==> src/design/pbb_sqrt.sv <==
// ----------------------------------------------------------------------------
// pbb_sqrt
// Pipelined integer square root, one root bit per stage, with sideband.
// ----------------------------------------------------------------------------
`timescale 1ns / 1ps

module pbb_sqrt #(
   parameter int W  = 32,
   parameter int SW = 1
) (
   input  logic           clock,
   input  logic           reset,
   input  logic           adv,
   input  logic           in_valid,
   input  logic [2*W-1:0] radicand,
   input  logic [SW-1:0]  in_side,
   output logic           out_valid,
   output logic [W-1:0]   root,
   output logic [SW-1:0]  out_side
);

   localparam int RW = W + 2;

   logic           v_ff    [W];
   logic [2*W-1:0] rad_ff  [W];
   logic [RW-1:0]  rem_ff  [W];
   logic [W-1:0]   root_ff [W];
   logic [SW-1:0]  side_ff [W];

   for (genvar i = 0; i < W; i++) begin : g_stage
      localparam int K = W - 1 - i;
      logic           v_cur;
      logic [2*W-1:0] rad_cur;
      logic [RW-1:0]  rem_cur;
      logic [W-1:0]   root_cur;
      logic [SW-1:0]  side_cur;
      logic [RW+1:0]  part;
      logic [RW+1:0]  trial;
      logic           ge;
      logic [RW-1:0]  rem_in;
      logic [W-1:0]   root_in;

      if (i == 0) begin : g_first
         assign v_cur    = in_valid;
         assign rad_cur  = radicand;
         assign rem_cur  = '0;
         assign root_cur = '0;
         assign side_cur = in_side;
      end else begin : g_next
         assign v_cur    = v_ff[i-1];
         assign rad_cur  = rad_ff[i-1];
         assign rem_cur  = rem_ff[i-1];
         assign root_cur = root_ff[i-1];
         assign side_cur = side_ff[i-1];
      end

      // Bring down the next pair of radicand bits and try the next root bit.
      assign part    = {rem_cur, rad_cur[2*K+1 -: 2]};
      assign trial   = {2'b00, root_cur, 2'b01};
      assign ge      = part >= trial;
      assign rem_in  = ge ? RW'(part - trial) : RW'(part);
      assign root_in = {root_cur[W-2:0], ge};

      always_ff @(posedge clock) begin
         if (reset) begin
            v_ff[i] <= 1'b0;
         end else if (adv) begin
            v_ff[i] <= v_cur;
         end
      end

      always_ff @(posedge clock) begin
         if (adv) begin
            rad_ff[i]  <= rad_cur;
            rem_ff[i]  <= rem_in;
            root_ff[i] <= root_in;
            side_ff[i] <= side_cur;
         end
      end
   end

   assign out_valid = v_ff[W-1];
   assign root      = root_ff[W-1];
   assign out_side  = side_ff[W-1];

endmodule

==> config.mk <==
export PLATFORM = sky130hd
export DESIGN_NAME = pbb_sqrt
export DESIGN_NICKNAME = d
export VERILOG_FILES = /design/src/design/pbb_sqrt.sv
export SDC_FILE = /design/constraint.sdc
export NUM_CORES = 2
export LEC_CHECK = 0
export BUFFER_PORTS_ARGS = -buffer_cell sky130_fd_sc_hd__buf_2
export CAP_MARGIN = 5
export CORE_AREA = 2 2 440 442
export CTS_CLUSTER_SIZE = 10
export DETAILED_ROUTE_END_ITERATION = 10
export DIE_AREA = 0 0 442 444
export PLACE_DENSITY_LB_ADDON = 0.25
export SLEW_MARGIN = 10
export SYNTH_ARGS = -nofsm -noshare
export SYNTH_HDL_FRONTEND = slang
export SYNTH_MEMORY_MAX_BITS = 65536
export SYNTH_SLANG_ARGS = --single-unit
==> constraint.sdc <==
create_clock -name clock -period 3.67 [get_ports clock]
set_input_delay 0.367 -clock clock [delete_from_list [all_inputs] [get_ports clock]]
set_output_delay 0.367 -clock clock [all_outputs]
set_load 0.01 [all_outputs]
Yosys cells after proc, flatten, opt, wreduce, memory -nomap -nowiden

Memories as Yosys holds them, arrays and structs flattened.
Cells that the tools add are included.

Order comparisons: 32
Add/subtract/negate cells: 32
Muxes and demuxes: 70
Bitwise gates (word level): 32

Operator list:

| operator                                            | count |
|---|---|
| >= comparator 36 x 34 -> 1 bit                      | 31 |
| 2-to-1 mux 34 bit                                   | 32 |
| subtractor 34 bit                                   | 31 |
| 2-to-1 mux 1 bit                                    | 38 |
| OR 1 bit                                            | 32 |
| subtractor 2 x 1 -> 3 bit, second input constant    | 1 |
| >= comparator 2 x 1 -> 1 bit, second input constant | 1 |

Input port bits: 69
Output and inout bits: 34
Word-level logic and storage cells: 171
RAM bits: 4224
Memories: 5
Bits in registers: 0

Memories:

| memory  | depth | width | rd ports | clocked after memory_dff | write ports | line | source |
|---|---|---|---|---|---|---|---|
| rad_ff  | 32    | 64    | 31       | 0                        | 32          | 25   | `logic [2*W-1:0] rad_ff [W];` |
| rem_ff  | 32    | 34    | 31       | 0                        | 32          | 26   | `logic [RW-1:0] rem_ff [W];` |
| root_ff | 32    | 32    | 32       | 0                        | 32          | 27   | `logic [W-1:0] root_ff [W];` |
| side_ff | 32    | 1     | 32       | 0                        | 32          | 28   | `logic [SW-1:0] side_ff [W];` |
| v_ff    | 32    | 1     | 32       | 0                        | 32          | 24   | `logic v_ff [W];` |

Depth between registers and ports, before layout

Depth in word-level cells: 4
Mapped depth: 15
Mapped depth without buffers: 12

Worst setup path before layout

No wires, ideal clock.

Kind: flip-flop to flip-flop
Start point: memory rem_ff[1][78] in the netlist's numbering
End point: memory rem_ff[1][133] in the netlist's numbering, data pin
Setup time: 0.258 ns
Data required time: 3.412 ns
Path buffers: 2
Setup slack: 0.325 ns
Stages on the path, launching flop included: 12
Period minus slack after synthesis: 3.345 ns
Arrival: 3.087 ns
Path through: edfxtp_1 or4_4 or3_1 buf_2 nor4_2 nor4_1 or4b_1 a21oi_2 or4_1 buf_2 or4_4 xnor2_1

RTL lines:

| item        | line |
|---|---|
| from (decl) | 26 |

==> run_results.csv <==
group,metric,value,unit
outcome,status,"complete, no violations",
power_and_ir_drop,pwr-share-comb,0.207,
logic_synthesis,yosys.area.top_type,"edfxtp_1",
logic_synthesis,synthMuxAreaShare,0.00814,
logic_synthesis,synthFlopType,"edfxtp_1",
power_and_ir_drop,p_leak,51.7,nW
logic_synthesis,yosys.area_share.simple,0.101,
floorplan,coreArea,0.192,sq mm
placement,dp_slack,0.0824,ns
timing,max_freq,274,MHz
timing,fin_crit_sh,0.994,
critical_path,worstPathRequired,4.30,ns
clocking,cts_sinks,2587,
timing,final_hold_viol_count,0,
critical_path,worst_ep_arrival_time,4.28,ns
power_and_ir_drop,total_power,83.1,mW
critical_path,critPathCaptureType,"register",
timing,drv_slew,0,
clocking,root_buffer,"clkbuf_16",
drt,drt_iter0_drc,6173,
logic_synthesis,synthArstFlopShare,0,
clocking,htreeDepth,5,
drt,postRouteWirelength,252,mm
logic_synthesis,synth_area_leaders,"edfxtp_1 (65%), ha_1 (5.9%), xnor2_1 (3.2%), xor2_1 (2.9%), a21oi_1 (2.6%)",
floorplan,initial_core_util,0.626,
finish,synthToLayoutAreaGrowth,11.9,%
clocking,clk_latency,0.93,ns
finish,drive_above_1_share,0.0870,
floorplan,row_count,161,
drt,via_per_inst,5.97,
placement,numPortBuffers,102,
timing,min_period,3.65,ns
logic_synthesis,synthAdderAreaFrac,0.0586,
global_routing,grt_pass1_wl,396,mm
floorplan,die-area,0.196,sq mm
drt,drt.antenna.violating_nets,0,
drt,post_drt_wl_per_cell,20.4,um
power_and_ir_drop,power_density,619,mW/mm^2
logic_synthesis,synth_compound_gate_area_share,0.0959,
power_and_ir_drop,p_switching,23.2,mW
timing,rsz0062_at_grt,"false",
power_and_ir_drop,p_int,59.9,mW
logic_synthesis,synth_enable_flop_cells,2587,
drt,drc,0,
timing,slew_headroom,0.404,
global_routing,grt.total_usage,0.254,
power_and_ir_drop,seqPwrFrac,0.479,
timing,tns,0,ns
logic_synthesis,yosysTopAreaCellShare,0.647,
logic_synthesis,synth_area,0.120,sq mm
logic_synthesis,synthCells,9220,
clocking,cts_tree,"built",
timing,setup_viol,0,
logic_synthesis,synth_top_family_by_area,"simple AND/OR/NAND/NOR gates",
drt,dr.pass1.iters,8,
logic_synthesis,synth.distinct_cells,86,
timing,worst_slew_pin_slew,0.886,ns
logic_synthesis,synthesis.nets,9851,
logic_synthesis,yosys.area_share.xor_xnor,0.0610,
logic_synthesis,ys_warn_count,0,
finish,seq_area,0.0777,sq mm
clocking,cts.clk_slew.worst_paths,0.05,ns
critical_path,worst-setup-path-type,"reg -> reg",
timing,fin_ws,0.0220,ns
timing,skew,0.0609,ns
floorplan,dieHeight,444,um
logic_synthesis,yosysSeqAreaShare,0.647,
floorplan,ios,103,
critical_path,critical_path_peak_fanout,32,
placement,place_congestion,0.924,
finish,fillers,12800,
global_routing,antenna_found_initial,1,
critical_path,worst_setup_path_start_kind,"register",
logic_synthesis,synth_area_per_cell,13.0,sq um
clocking,cts_buffers,315,
power_and_ir_drop,power_switching_share,0.279,
power_and_ir_drop,p_clk_frac,0.314,
min_path,hold_path.class,"in -> reg",
clocking,cts_buffer_depth,4,
power_and_ir_drop,ir_drop,0.000486,V
drt,vias,73700,
placement,dpl_cell_area,0.125,sq mm
finish,fin_area,0.134,sq mm
finish,multi_input_area,0.0391,sq mm
logic_synthesis,ys_ff_latch,2587,
job,drv_cap,0,
placement,hpwlAfterDp,175,mm
floorplan,die_x,442,um
global_routing,grt_max_degree,137,
global_routing,first_global_vias,72400,
finish,fin_nets,10400,
global_routing,grt_overflow,0,
timing,hold_ws,0.148,ns
Yosys cell counts (31+ instances only):
cell type  count
a211oi_1      49
a21o_1       226
a21oi_1      621
a31oi_1       35
and2_1        67
and3_1        61
clkbuf_1     147
edfxtp_1    2587
ha_1         562
inv_1        720
mux2_2        77
nand2_1      552
nand2b_1     103
nand3_1      152
nand3b_1      40
nand4_1      118
nor2_1       597
nor2b_1       69
nor3_1       215
nor4_1       146
o211ai_1      31
o21a_1       113
o21ai_0      413
o21bai_1      53
o31ai_1       64
or2_2         40
or3_1         93
or4_1         67
xnor2_1      433
xor2_1       403
state kept, by name, summed over array words and instances (netlist names):
name and flops:
root_ff 528, side_ff 32, rad_ff 992, rem_ff 1003, v_ff 32
per-stage QoR:
stage / cells / util
floorplan: 9220 / -
global placement: 11900 / 0.654
detailed placement: 11900 / 0.654
CTS: 12300 / 0.700
global route: 12300 / 0.701
finish: 12300 / 0.701
power by group through the flow:
stage               combinational, mW  sequential, mW  clock (mW)
global placement                 16.4            40.2           0
detailed placement               16.8            40.3           0
global route                     19.0            40.1        27.8
finish                           17.2            39.8        26.1
floorplan                        12.2            39.2           0
CTS                              17.0            39.8        26.7
layer usage:
layer  global-route usage  share of wire  vias to the layer above
met5                    0              0                        -
met4               0.0979          0.038                        0
met2                0.436           0.50                     2267
li1                     -              -                    35200
met3               0.0325          0.049                      604
met1                0.333           0.42                    35600
layout by cell type, fill, tap and decap left out, drive strengths merged, types with 346 or more instances in the layout:
| cell | synthesis | layout |
|---|---|---|
| ha | 562 | 562 |
| clkbuf | 147 | 346 |
| xnor2 | 433 | 433 |
| o21ai | 418 | 418 |
| nor2 | 597 | 597 |
| a21oi | 622 | 622 |
| inv | 720 | 726 |
| xor2 | 403 | 403 |
| nand2 | 553 | 553 |
| edfxtp | 2587 | 2587 |
final timing paths:
path	startpoint	slack (ns)	endpoint	depth (start not counted)
worst max-delay path	rem_ff[7][11]	0.02	rem_ff[7][53]	10
worst min-delay path	radicand[50]	0.15	rad_ff[0][50]	2
worst max register to register	rem_ff[7][11]	0.02	rem_ff[7][53]	10
worst min register to register	rad_ff[0][527]	0.40	rad_ff[0][591]	0
worst max-delay path: stages, from the launching register on:
cell,delay (ns)
edfxtp_1,0.40
ha_1,0.40
a21o_1,0.21
a21o_1,0.17
a21oi_1,0.24
nor2b_1,0.09
a211oi_1,0.55
o2111ai_1,0.34
a31o_2,0.45
buf_12,0.21
mux2_2,0.32
cell families after synthesis:
| family | Yosys count |
|---|---|
| DFF | 2587 |
| and+or+nand+nor | 2408 |
| AOI/OAI and AO/OA | 1846 |
| buffers and inverters | 892 |
| xor gates and xnor gates | 836 |
| adders and majority gates | 562 |
| muxes | 88 |
| other | 1 |
area by class of cell:
class / count / area share
clock buffers: 346 / 0.0597
repair buffers: 396 / 0.0253
multi-input cells: 5741 / 0.291
clock inverters: 27 / 0.00150
flip-flops and latches: 2587 / 0.579
well taps: 2526 / 0.0235
diodes: 2 / 0.0000373
inverters: 721 / 0.0202
timing repair:
item / CTS / global route
setup buffers: 0 / 4
hold buffers: 68 / 0
resized for setup: 0 / 17
endpoints found under the setup margin: 0 / 64
endpoints found under the hold margin: 106 / 0
Note: power is estimated with default switching activity, not from simulation.
