## src/design/pbb_pkg.sv

```systemverilog
// ----------------------------------------------------------------------------
// pbb_pkg
// Shared constants, types and helpers of the paraboloid bounding box block.
// ----------------------------------------------------------------------------
`timescale 1ns / 1ps

package pbb_pkg;

   // Default coordinate width (signed Q16.16).
   localparam int COORD_WIDTH_DEF = 32;

   // Control flags that travel with a word into the box stage.
   typedef struct packed {
      logic valid;
      logic dneg;
      logic degen;
   } box_ctl_type;

   // Round a bit count up to whole bytes.
   function automatic int round_bytes(input int bits);
      return ((bits + 7) / 8) * 8;
   endfunction

endpackage

```

## src/design/pbb_box.sv

```systemverilog
// ----------------------------------------------------------------------------
// pbb_box
// Forms top point and base midpoint, then the saturated box corners.
// ----------------------------------------------------------------------------
`timescale 1ns / 1ps

module pbb_box #(
   parameter int W = 32
) (
   input  logic                  clock,
   input  logic                  reset,
   input  logic                  adv,
   input  pbb_pkg::box_ctl_type  ctl,
   input  logic [2:0][W-1:0]     center,
   input  logic [2:0][W-1:0]     axis,
   input  logic [2:0][W-1:0]     quo,
   input  logic [W-1:0]          radius,
   output logic                  out_valid,
   output logic                  out_degen,
   output logic [2:0][W-1:0]     box_lo,
   output logic [2:0][W-1:0]     box_hi
);

   localparam logic signed [W+2:0] SAT_MAX = {4'b0000, {(W-1){1'b1}}};
   localparam logic signed [W+2:0] SAT_MIN = {4'b1111, {(W-1){1'b0}}};

   // Point stage
   logic                   v1_ff;
   logic                   degen1_ff;
   logic [W-1:0]           r1_ff;
   logic signed [W+1:0]    top1_ff  [3];
   logic signed [W+1:0]    base1_ff [3];
   logic signed [W+1:0]    top_in   [3];
   logic signed [W+1:0]    base_in  [3];

   // Bound stage
   logic                   v2_ff;
   logic                   degen2_ff;
   logic [2:0][W-1:0]      lo2_ff;
   logic [2:0][W-1:0]      hi2_ff;
   logic [2:0][W-1:0]      lo_in;
   logic [2:0][W-1:0]      hi_in;

   always_comb begin
      for (int i = 0; i < 3; i++) begin
         logic signed [W+1:0] cs;
         logic signed [W+1:0] as;
         logic signed [W+1:0] qs;
         logic signed [W+1:0] twice;
         cs    = (W+2)'($signed(center[i]));
         as    = (W+2)'($signed(axis[i]));
         qs    = $signed({2'b00, quo[i]});
         twice = (cs <<< 1) - as;
         // Arithmetic shift rounds the half toward minus infinity.
         base_in[i] = twice >>> 1;
         if (ctl.degen) begin
            top_in[i] = cs;
         end else if (axis[i][W-1] ^ ctl.dneg) begin
            top_in[i] = cs - qs;
         end else begin
            top_in[i] = cs + qs;
         end
      end
   end

   always_comb begin
      for (int i = 0; i < 3; i++) begin
         logic signed [W+2:0] rs;
         logic signed [W+2:0] mn;
         logic signed [W+2:0] mx;
         logic signed [W+2:0] lo;
         logic signed [W+2:0] hi;
         rs = $signed({3'b000, r1_ff});
         if (top1_ff[i] < base1_ff[i]) begin
            mn = (W+3)'(top1_ff[i]);
            mx = (W+3)'(base1_ff[i]);
         end else begin
            mn = (W+3)'(base1_ff[i]);
            mx = (W+3)'(top1_ff[i]);
         end
         lo = mn - rs;
         hi = mx + rs;
         priority if (lo > SAT_MAX) begin
            lo_in[i] = SAT_MAX[W-1:0];
         end else if (lo < SAT_MIN) begin
            lo_in[i] = SAT_MIN[W-1:0];
         end else begin
            lo_in[i] = lo[W-1:0];
         end
         priority if (hi > SAT_MAX) begin
            hi_in[i] = SAT_MAX[W-1:0];
         end else if (hi < SAT_MIN) begin
            hi_in[i] = SAT_MIN[W-1:0];
         end else begin
            hi_in[i] = hi[W-1:0];
         end
      end
   end

   always_ff @(posedge clock) begin
      if (reset) begin
         v1_ff <= 1'b0;
         v2_ff <= 1'b0;
      end else if (adv) begin
         v1_ff <= ctl.valid;
         v2_ff <= v1_ff;
      end
   end

   always_ff @(posedge clock) begin
      if (adv) begin
         degen1_ff <= ctl.degen;
         r1_ff     <= radius;
         top1_ff   <= top_in;
         base1_ff  <= base_in;
         degen2_ff <= degen1_ff;
         lo2_ff    <= lo_in;
         hi2_ff    <= hi_in;
      end
   end

   assign out_valid = v2_ff;
   assign out_degen = degen2_ff;
   assign box_lo    = lo2_ff;
   assign box_hi    = hi2_ff;

endmodule

```

## config.mk

```make
export PLATFORM = sky130hd
export DESIGN_NAME = pbb_box
export DESIGN_NICKNAME = d
export VERILOG_FILES = /design/src/design/pbb_pkg.sv /design/src/design/pbb_box.sv
export SDC_FILE = /design/constraint.sdc
export NUM_CORES = 2
export LEC_CHECK = 0
export ABC_CLOCK_PERIOD_IN_PS = 7300
export BUFFER_PORTS_ARGS = -buffer_cell sky130_fd_sc_hd__buf_2
export CORE_ASPECT_RATIO = 1.75
export CORE_UTILIZATION = 30
export CTS_BUF_LIST = sky130_fd_sc_hd__clkbuf_16
export DETAILED_ROUTE_END_ITERATION = 12
export PLACE_DENSITY = 0.57
export SKIP_CTS_REPAIR_TIMING = 1
export SYNTH_ARGS = -nofsm -noshare
export SYNTH_HDL_FRONTEND = slang
export SYNTH_SLANG_ARGS = --single-unit
export TNS_END_PERCENT = 20
```

## constraint.sdc

```tcl
create_clock -name clock -period 7.3 [get_ports clock]
set_input_delay 2.19 -clock clock [delete_from_list [all_inputs] [get_ports clock]]
set_output_delay 2.19 -clock clock [all_outputs]
set_load 0.02 [all_outputs]
```

Word level (Yosys, flattened, before mapping). Index checks and enable logic that the tools add are counted. W data, S select, Z words.

Register bits after elaboration: 429. Input bits: 326. Output and inout bits: 194. Logic and storage cells: 68.

$add $sub $neg: 15. Magnitude comparators: 15. Mux-type cells: 18. Bitwise gates (word level): 3.

Operators by type and width (count): $gt A35 B32 Y1 const B (6); $lt A35 B32 Y1 const B (6); $mux W35 (6); $mux W34 (6); $mux W32 (6); $add A35 B33 Y35 (3); $sub A35 B33 Y35 (3); $add A32 B33 Y34 (3); $lt A34 B33 Y1 (3); $sub A32 B33 Y34 (3); $sub A33 B32 Y34 (3); $xor A1 B1 Y1 (3).

Depth between registers and ports, before layout.
Depth after elaboration: 5. Mapped depth: 28. Mapped depth without buffers: 25.

Worst setup path after synthesis. Ideal clock, no wire load.

Path type: input-to-reg. From: input port quo[42] (netlist bit). To: register top1_ff[67] (netlist bit) (data pin). Library setup time: 0.265 ns. Data arrival time: 6.301 ns. Data required time: 7.035 ns. Setup slack: 0.735 ns. Stages: 21. Buffers on the path: 0. Cell sequence: or4_1 or3_1 nor3_1 nand2b_1 nor3_1 nand2_1 o41ai_1 xor2_1 ha_1 o21a_1 a221o_1 a31oi_1 nand2_1 a21oi_1 o2111ai_1 a21oi_1 nor3b_1 o21a_1 o21a_1 o211ai_1 xor2_1.

RTL lines: from (decl) (RTL line pbb_box.sv:16) `input logic [2:0][W-1:0] quo,`; to (signal assigned) (RTL line pbb_box.sv:114) `top1_ff <= top_in;`; to (decl) (RTL line pbb_box.sv:31) `logic signed [W+1:0] top1_ff [3];`.

Worst setup path after layout.
From: register top1_ff[76] (netlist bit). To: register lo2_ff (netlist bit box_lo[27]) (data pin).

Word-level cells in the longest chain between the ends: 5. Elaborated cells between the ends (all ways): 6. Those cells by class: add/sub (1); order compare (3); mux (2).

Ends and longest elaborated chain: $lt A34 B33 Y1 (RTL line pbb_box.sv:74) `if (top1_ff[i] < base1_ff[i]) begin`; $mux W35 (*) (RTL line pbb_box.sv:74); $sub A35 B33 Y35 (*) (RTL line pbb_box.sv:81) `lo = mn - rs;`; $lt A35 B32 Y1 (RTL line pbb_box.sv:85) `end else if (lo < SAT_MIN) begin`; $mux W32 (RTL line pbb_box.sv:85); to (signal assigned) (RTL line pbb_box.sv:117) `lo2_ff <= lo_in;`; to (decl) (RTL line pbb_box.sv:39) `logic [2:0][W-1:0] lo2_ff;`.

Mark *: on every way between the ends. The rest lies on a longest branch, timed or not. A chain may end at the register's enable or synchronous reset.

==> flow_summary.yaml <==
yosys:
  yosysSeqAreaShare: 0.316
  synth_edf_count: 427
  synthArstFlopShare: 0
  avgSynthCellArea_um2: 8.94
  ys_seq_elements: 429
  syn_area_mm2: 0.0407
  synth_cells: 4552
  synth_fp_nets: 5382
  yosysUniqueCellTypes: 82
  synth_warnings: 0
  ys.flop_type: "edfxtp_1"
place:
  gp_congestion: 0.946
  dp_slack_ns: 0.00804
  hpwl_um: 131000
  dp.cells: 6845
  dpl-instance-area_mm2: 0.0460
  portBuffers: 519
worst_hold_path:
  whs_endpoint: "out_degen$_DFFE_PP_"
  min_from: "degen1_ff$_DFFE_PP_"
  holdPathStages: 0
  hold_path_class: "flip-flop to flip-flop"
detailed_routing:
  drt_iter0_markers: 1934
  routed_wl_um: 156000
  drcViolationCount: 0
  wl_per_cell_um: 22.5
  ant_nets: 0
  vias: 36200
  via_per_inst: 5.21
  firstDrtPassIters: 7
setup_path:
  r2r_slack_ns: 0.46
  worstPathCellList: "ha_1 > and3_1 > a221oi_1 > o21ai_1 > a21oi_1 > o21ai_1 > a31oi_1 > xor2_4 > buf_12 > mux2_2 > ha_1 > a21o_1 > a21o_1 > a31o_2 > nand2b_1 > a2111oi_2 > nor3b_2 > a41oi_2 > xnor2_1 > or4_1 > a21oi_1 > a221oi_4 > buf_12 > o31ai_2"
  crit_buf_inv: 2
  required_ns: 7.75
  max_stage_delay_ns: 0.56
  crit_fanout: 31
  crit_family: "compound AO/OA/AOI/OAI gates"
  crit_type: "flip-flop to flip-flop"
  r2r_start: "top1_ff[76]$_DFFE_PP_"
  critPathSlowestCell: "or4_1"
  r2r_cells: 24
  end_kind: "flip-flop"
  cp_data_arrival_time_ns: 7.30
  r2r-end: "box_lo[27]$_SDFFCE_PN1P_"
  startpoint_type: "flip-flop"
global_route:
  grt_usage: 0.222
  antenna_found_initial: 22
  first_global_vias: 35400
  grt_first_pass_wirelength_um: 223000
  grt_overflow: 0
  grt_max_degree: 140
finish:
  instances_no_fill: 6939
  nNetsFinal: 5924
  final_core_util: 0.353
  final_cell_mix: "buf_2, ha_1, a21oi_1"
  fillerInstances: 14000
  drive_gt1_frac: 0.161
  ff_latch_area_mm2: 0.0129
  layout_commonest_cell: "buf_2"
  syn_to_final_growth_pct: 16.7
  multiInputGateArea_mm2: 0.0263
  design_area_mm2: 0.0475
sta:
  fin_crit_ns: 6.84
  worstMarginPinSlew_ns: 0.979
  relSlewSlack: 0.340
  holdWs_ns: 0.422
  hold_viol: 0
  finalSetupTns_ns: 0
  max_freq_mhz: 146
  finalSetupViolCount: 0
  fin_skew_ns: 0.0403
  drv_slew: 0
  setup_ws_ns: 0.455
  period_share: 0.938
outcome:
  status: "complete, no violations"
power_and_ir_drop:
  ir_worst_vdd_mv: 0.201
  p_per_area_mw_per_mm2: 381
  power_leakage_nw: 20.9
  total_power_mw: 18.1
flow_run:
  maxCapViolCount: 0
die:
  die_height_um: 489
  die_w_um: 280
  core-area_mm2: 0.135
  initial_core_util: 0.303
  num_rows: 178
  io_pins: 520
  die_area_mm2: 0.137
cts:
  root_buffer: "clkbuf_16"
  clock_latency_ns: 0.65
  clkSlewWorstSetupHoldPaths_ns: 0.07
  cts_tree: "yes"
  clk_path_buf_depth: 3
  cts_made_buffers: 47
  cts_max_level: 2
  clock_sinks: 429
[state kept, by name (all words and copies together) (netlist names)]
signal	count
top1_ff	102
out_degen	1
v1_ff	1
base1_ff	99
r1_ff	32
degen1_ff	1
out_valid	1
box_lo	96
box_hi	96
[cell type report]
class	count	share of cell area
clock inverter	39	0.00569
tap	1800	0.0474
inverter	342	0.0270
sequential	429	0.271
clock buffer	48	0.0253
antenna	7	0.000369
multi-input combinational	3672	0.553
timing repair buffer	602	0.0705
[layer usage]
layer	vias to the layer above	global-route usage	wire (um)
met2	1000	0.394	76300
met1	17000	0.260	64000
li1	17900	-	-
met5	-	0	27
met3	256	0.0282	7500
met4	4	0.112	8540
[cells in the mapped netlist, types with 37 or more instances]
| cell type | number | area [um2] |
|---|---|---|
| ha_1 | 492 | 6160 |
| a21oi_1 | 437 | 2190 |
| o21ai_0 | 436 | 2180 |
| edfxtp_1 | 427 | 12800 |
| nand2_1 | 372 | 1400 |
| inv_1 | 342 | 1280 |
| xnor2_1 | 234 | 2050 |
| nor2_1 | 227 | 852 |
| a21o_1 | 224 | 1680 |
| xor2_1 | 178 | 1560 |
| mux2_2 | 99 | 1110 |
| clkbuf_1 | 96 | 360 |
| nand3_1 | 75 | 375 |
| nand2b_1 | 73 | 457 |
| o21a_1 | 70 | 526 |
| nor3_1 | 64 | 320 |
| nor2b_1 | 53 | 332 |
| o31ai_1 | 53 | 398 |
| o21bai_1 | 46 | 345 |
| a31oi_1 | 41 | 257 |
| o21ai_1 | 37 | 185 |
[cell families after synthesis]
logic type      Yosys count  synth area share
fa+ha+maj               505             0.157
compound gates         1595             0.244
buf+inv                 451            0.0419
xor+xnor                413            0.0891
flops                   429             0.316
mux                     109            0.0299
simple gates           1050             0.122
[worst reg2reg max path, cell delays in order, from the launching register on]
cell and delay [ns]:
edfxtp_1 0.42, ha_1 0.34, and3_1 0.21, a221oi_1 0.26
o21ai_1 0.15, a21oi_1 0.20, o21ai_1 0.13, a31oi_1 0.39
xor2_4 0.50, buf_12 0.23, mux2_2 0.38, ha_1 0.35
a21o_1 0.21, a21o_1 0.19, a31o_2 0.26, nand2b_1 0.16
a2111oi_2 0.40, nor3b_2 0.16, a41oi_2 0.24, xnor2_1 0.17
or4_1 0.56, a21oi_1 0.23, a221oi_4 0.06, buf_12 0.19
o31ai_2 0.24
[where the power goes]
group	switching, mW	leakage [nW]	internal, mW	total, mW
logic	6.88	16.0	4.30	11.2
registers	0.574	4.19	3.96	4.54
clock network	1.13	0.739	1.25	2.38
total	8.59	20.9	9.51	18.1
[how the worst max path moves through the flow]
| stage | from | endpoint | slack [ns] | cells after the start |
|---|---|---|---|---|
| floorplan | quo[42] | top1_ff[67]$_DFFE_PP_ | 0.73 | 21 |
| global placement | quo[5] | top1_ff[100]$_DFFE_PP_ | -0.02 | 22 |
| detailed placement | quo[5] | top1_ff[100]$_DFFE_PP_ | 0.008 | 22 |
| CTS | top1_ff[69]$_DFFE_PP_ | box_hi[2]$_SDFFCE_PN1P_ | 0.24 | 22 |
| global route | top1_ff[101]$_DFFE_PP_ | box_lo[27]$_SDFFCE_PN1P_ | -0.002 | 23 |
| finish | top1_ff[76]$_DFFE_PP_ | box_lo[27]$_SDFFCE_PN1P_ | 0.46 | 24 |
No activity file was read; power rests on OpenSTA's default activity.
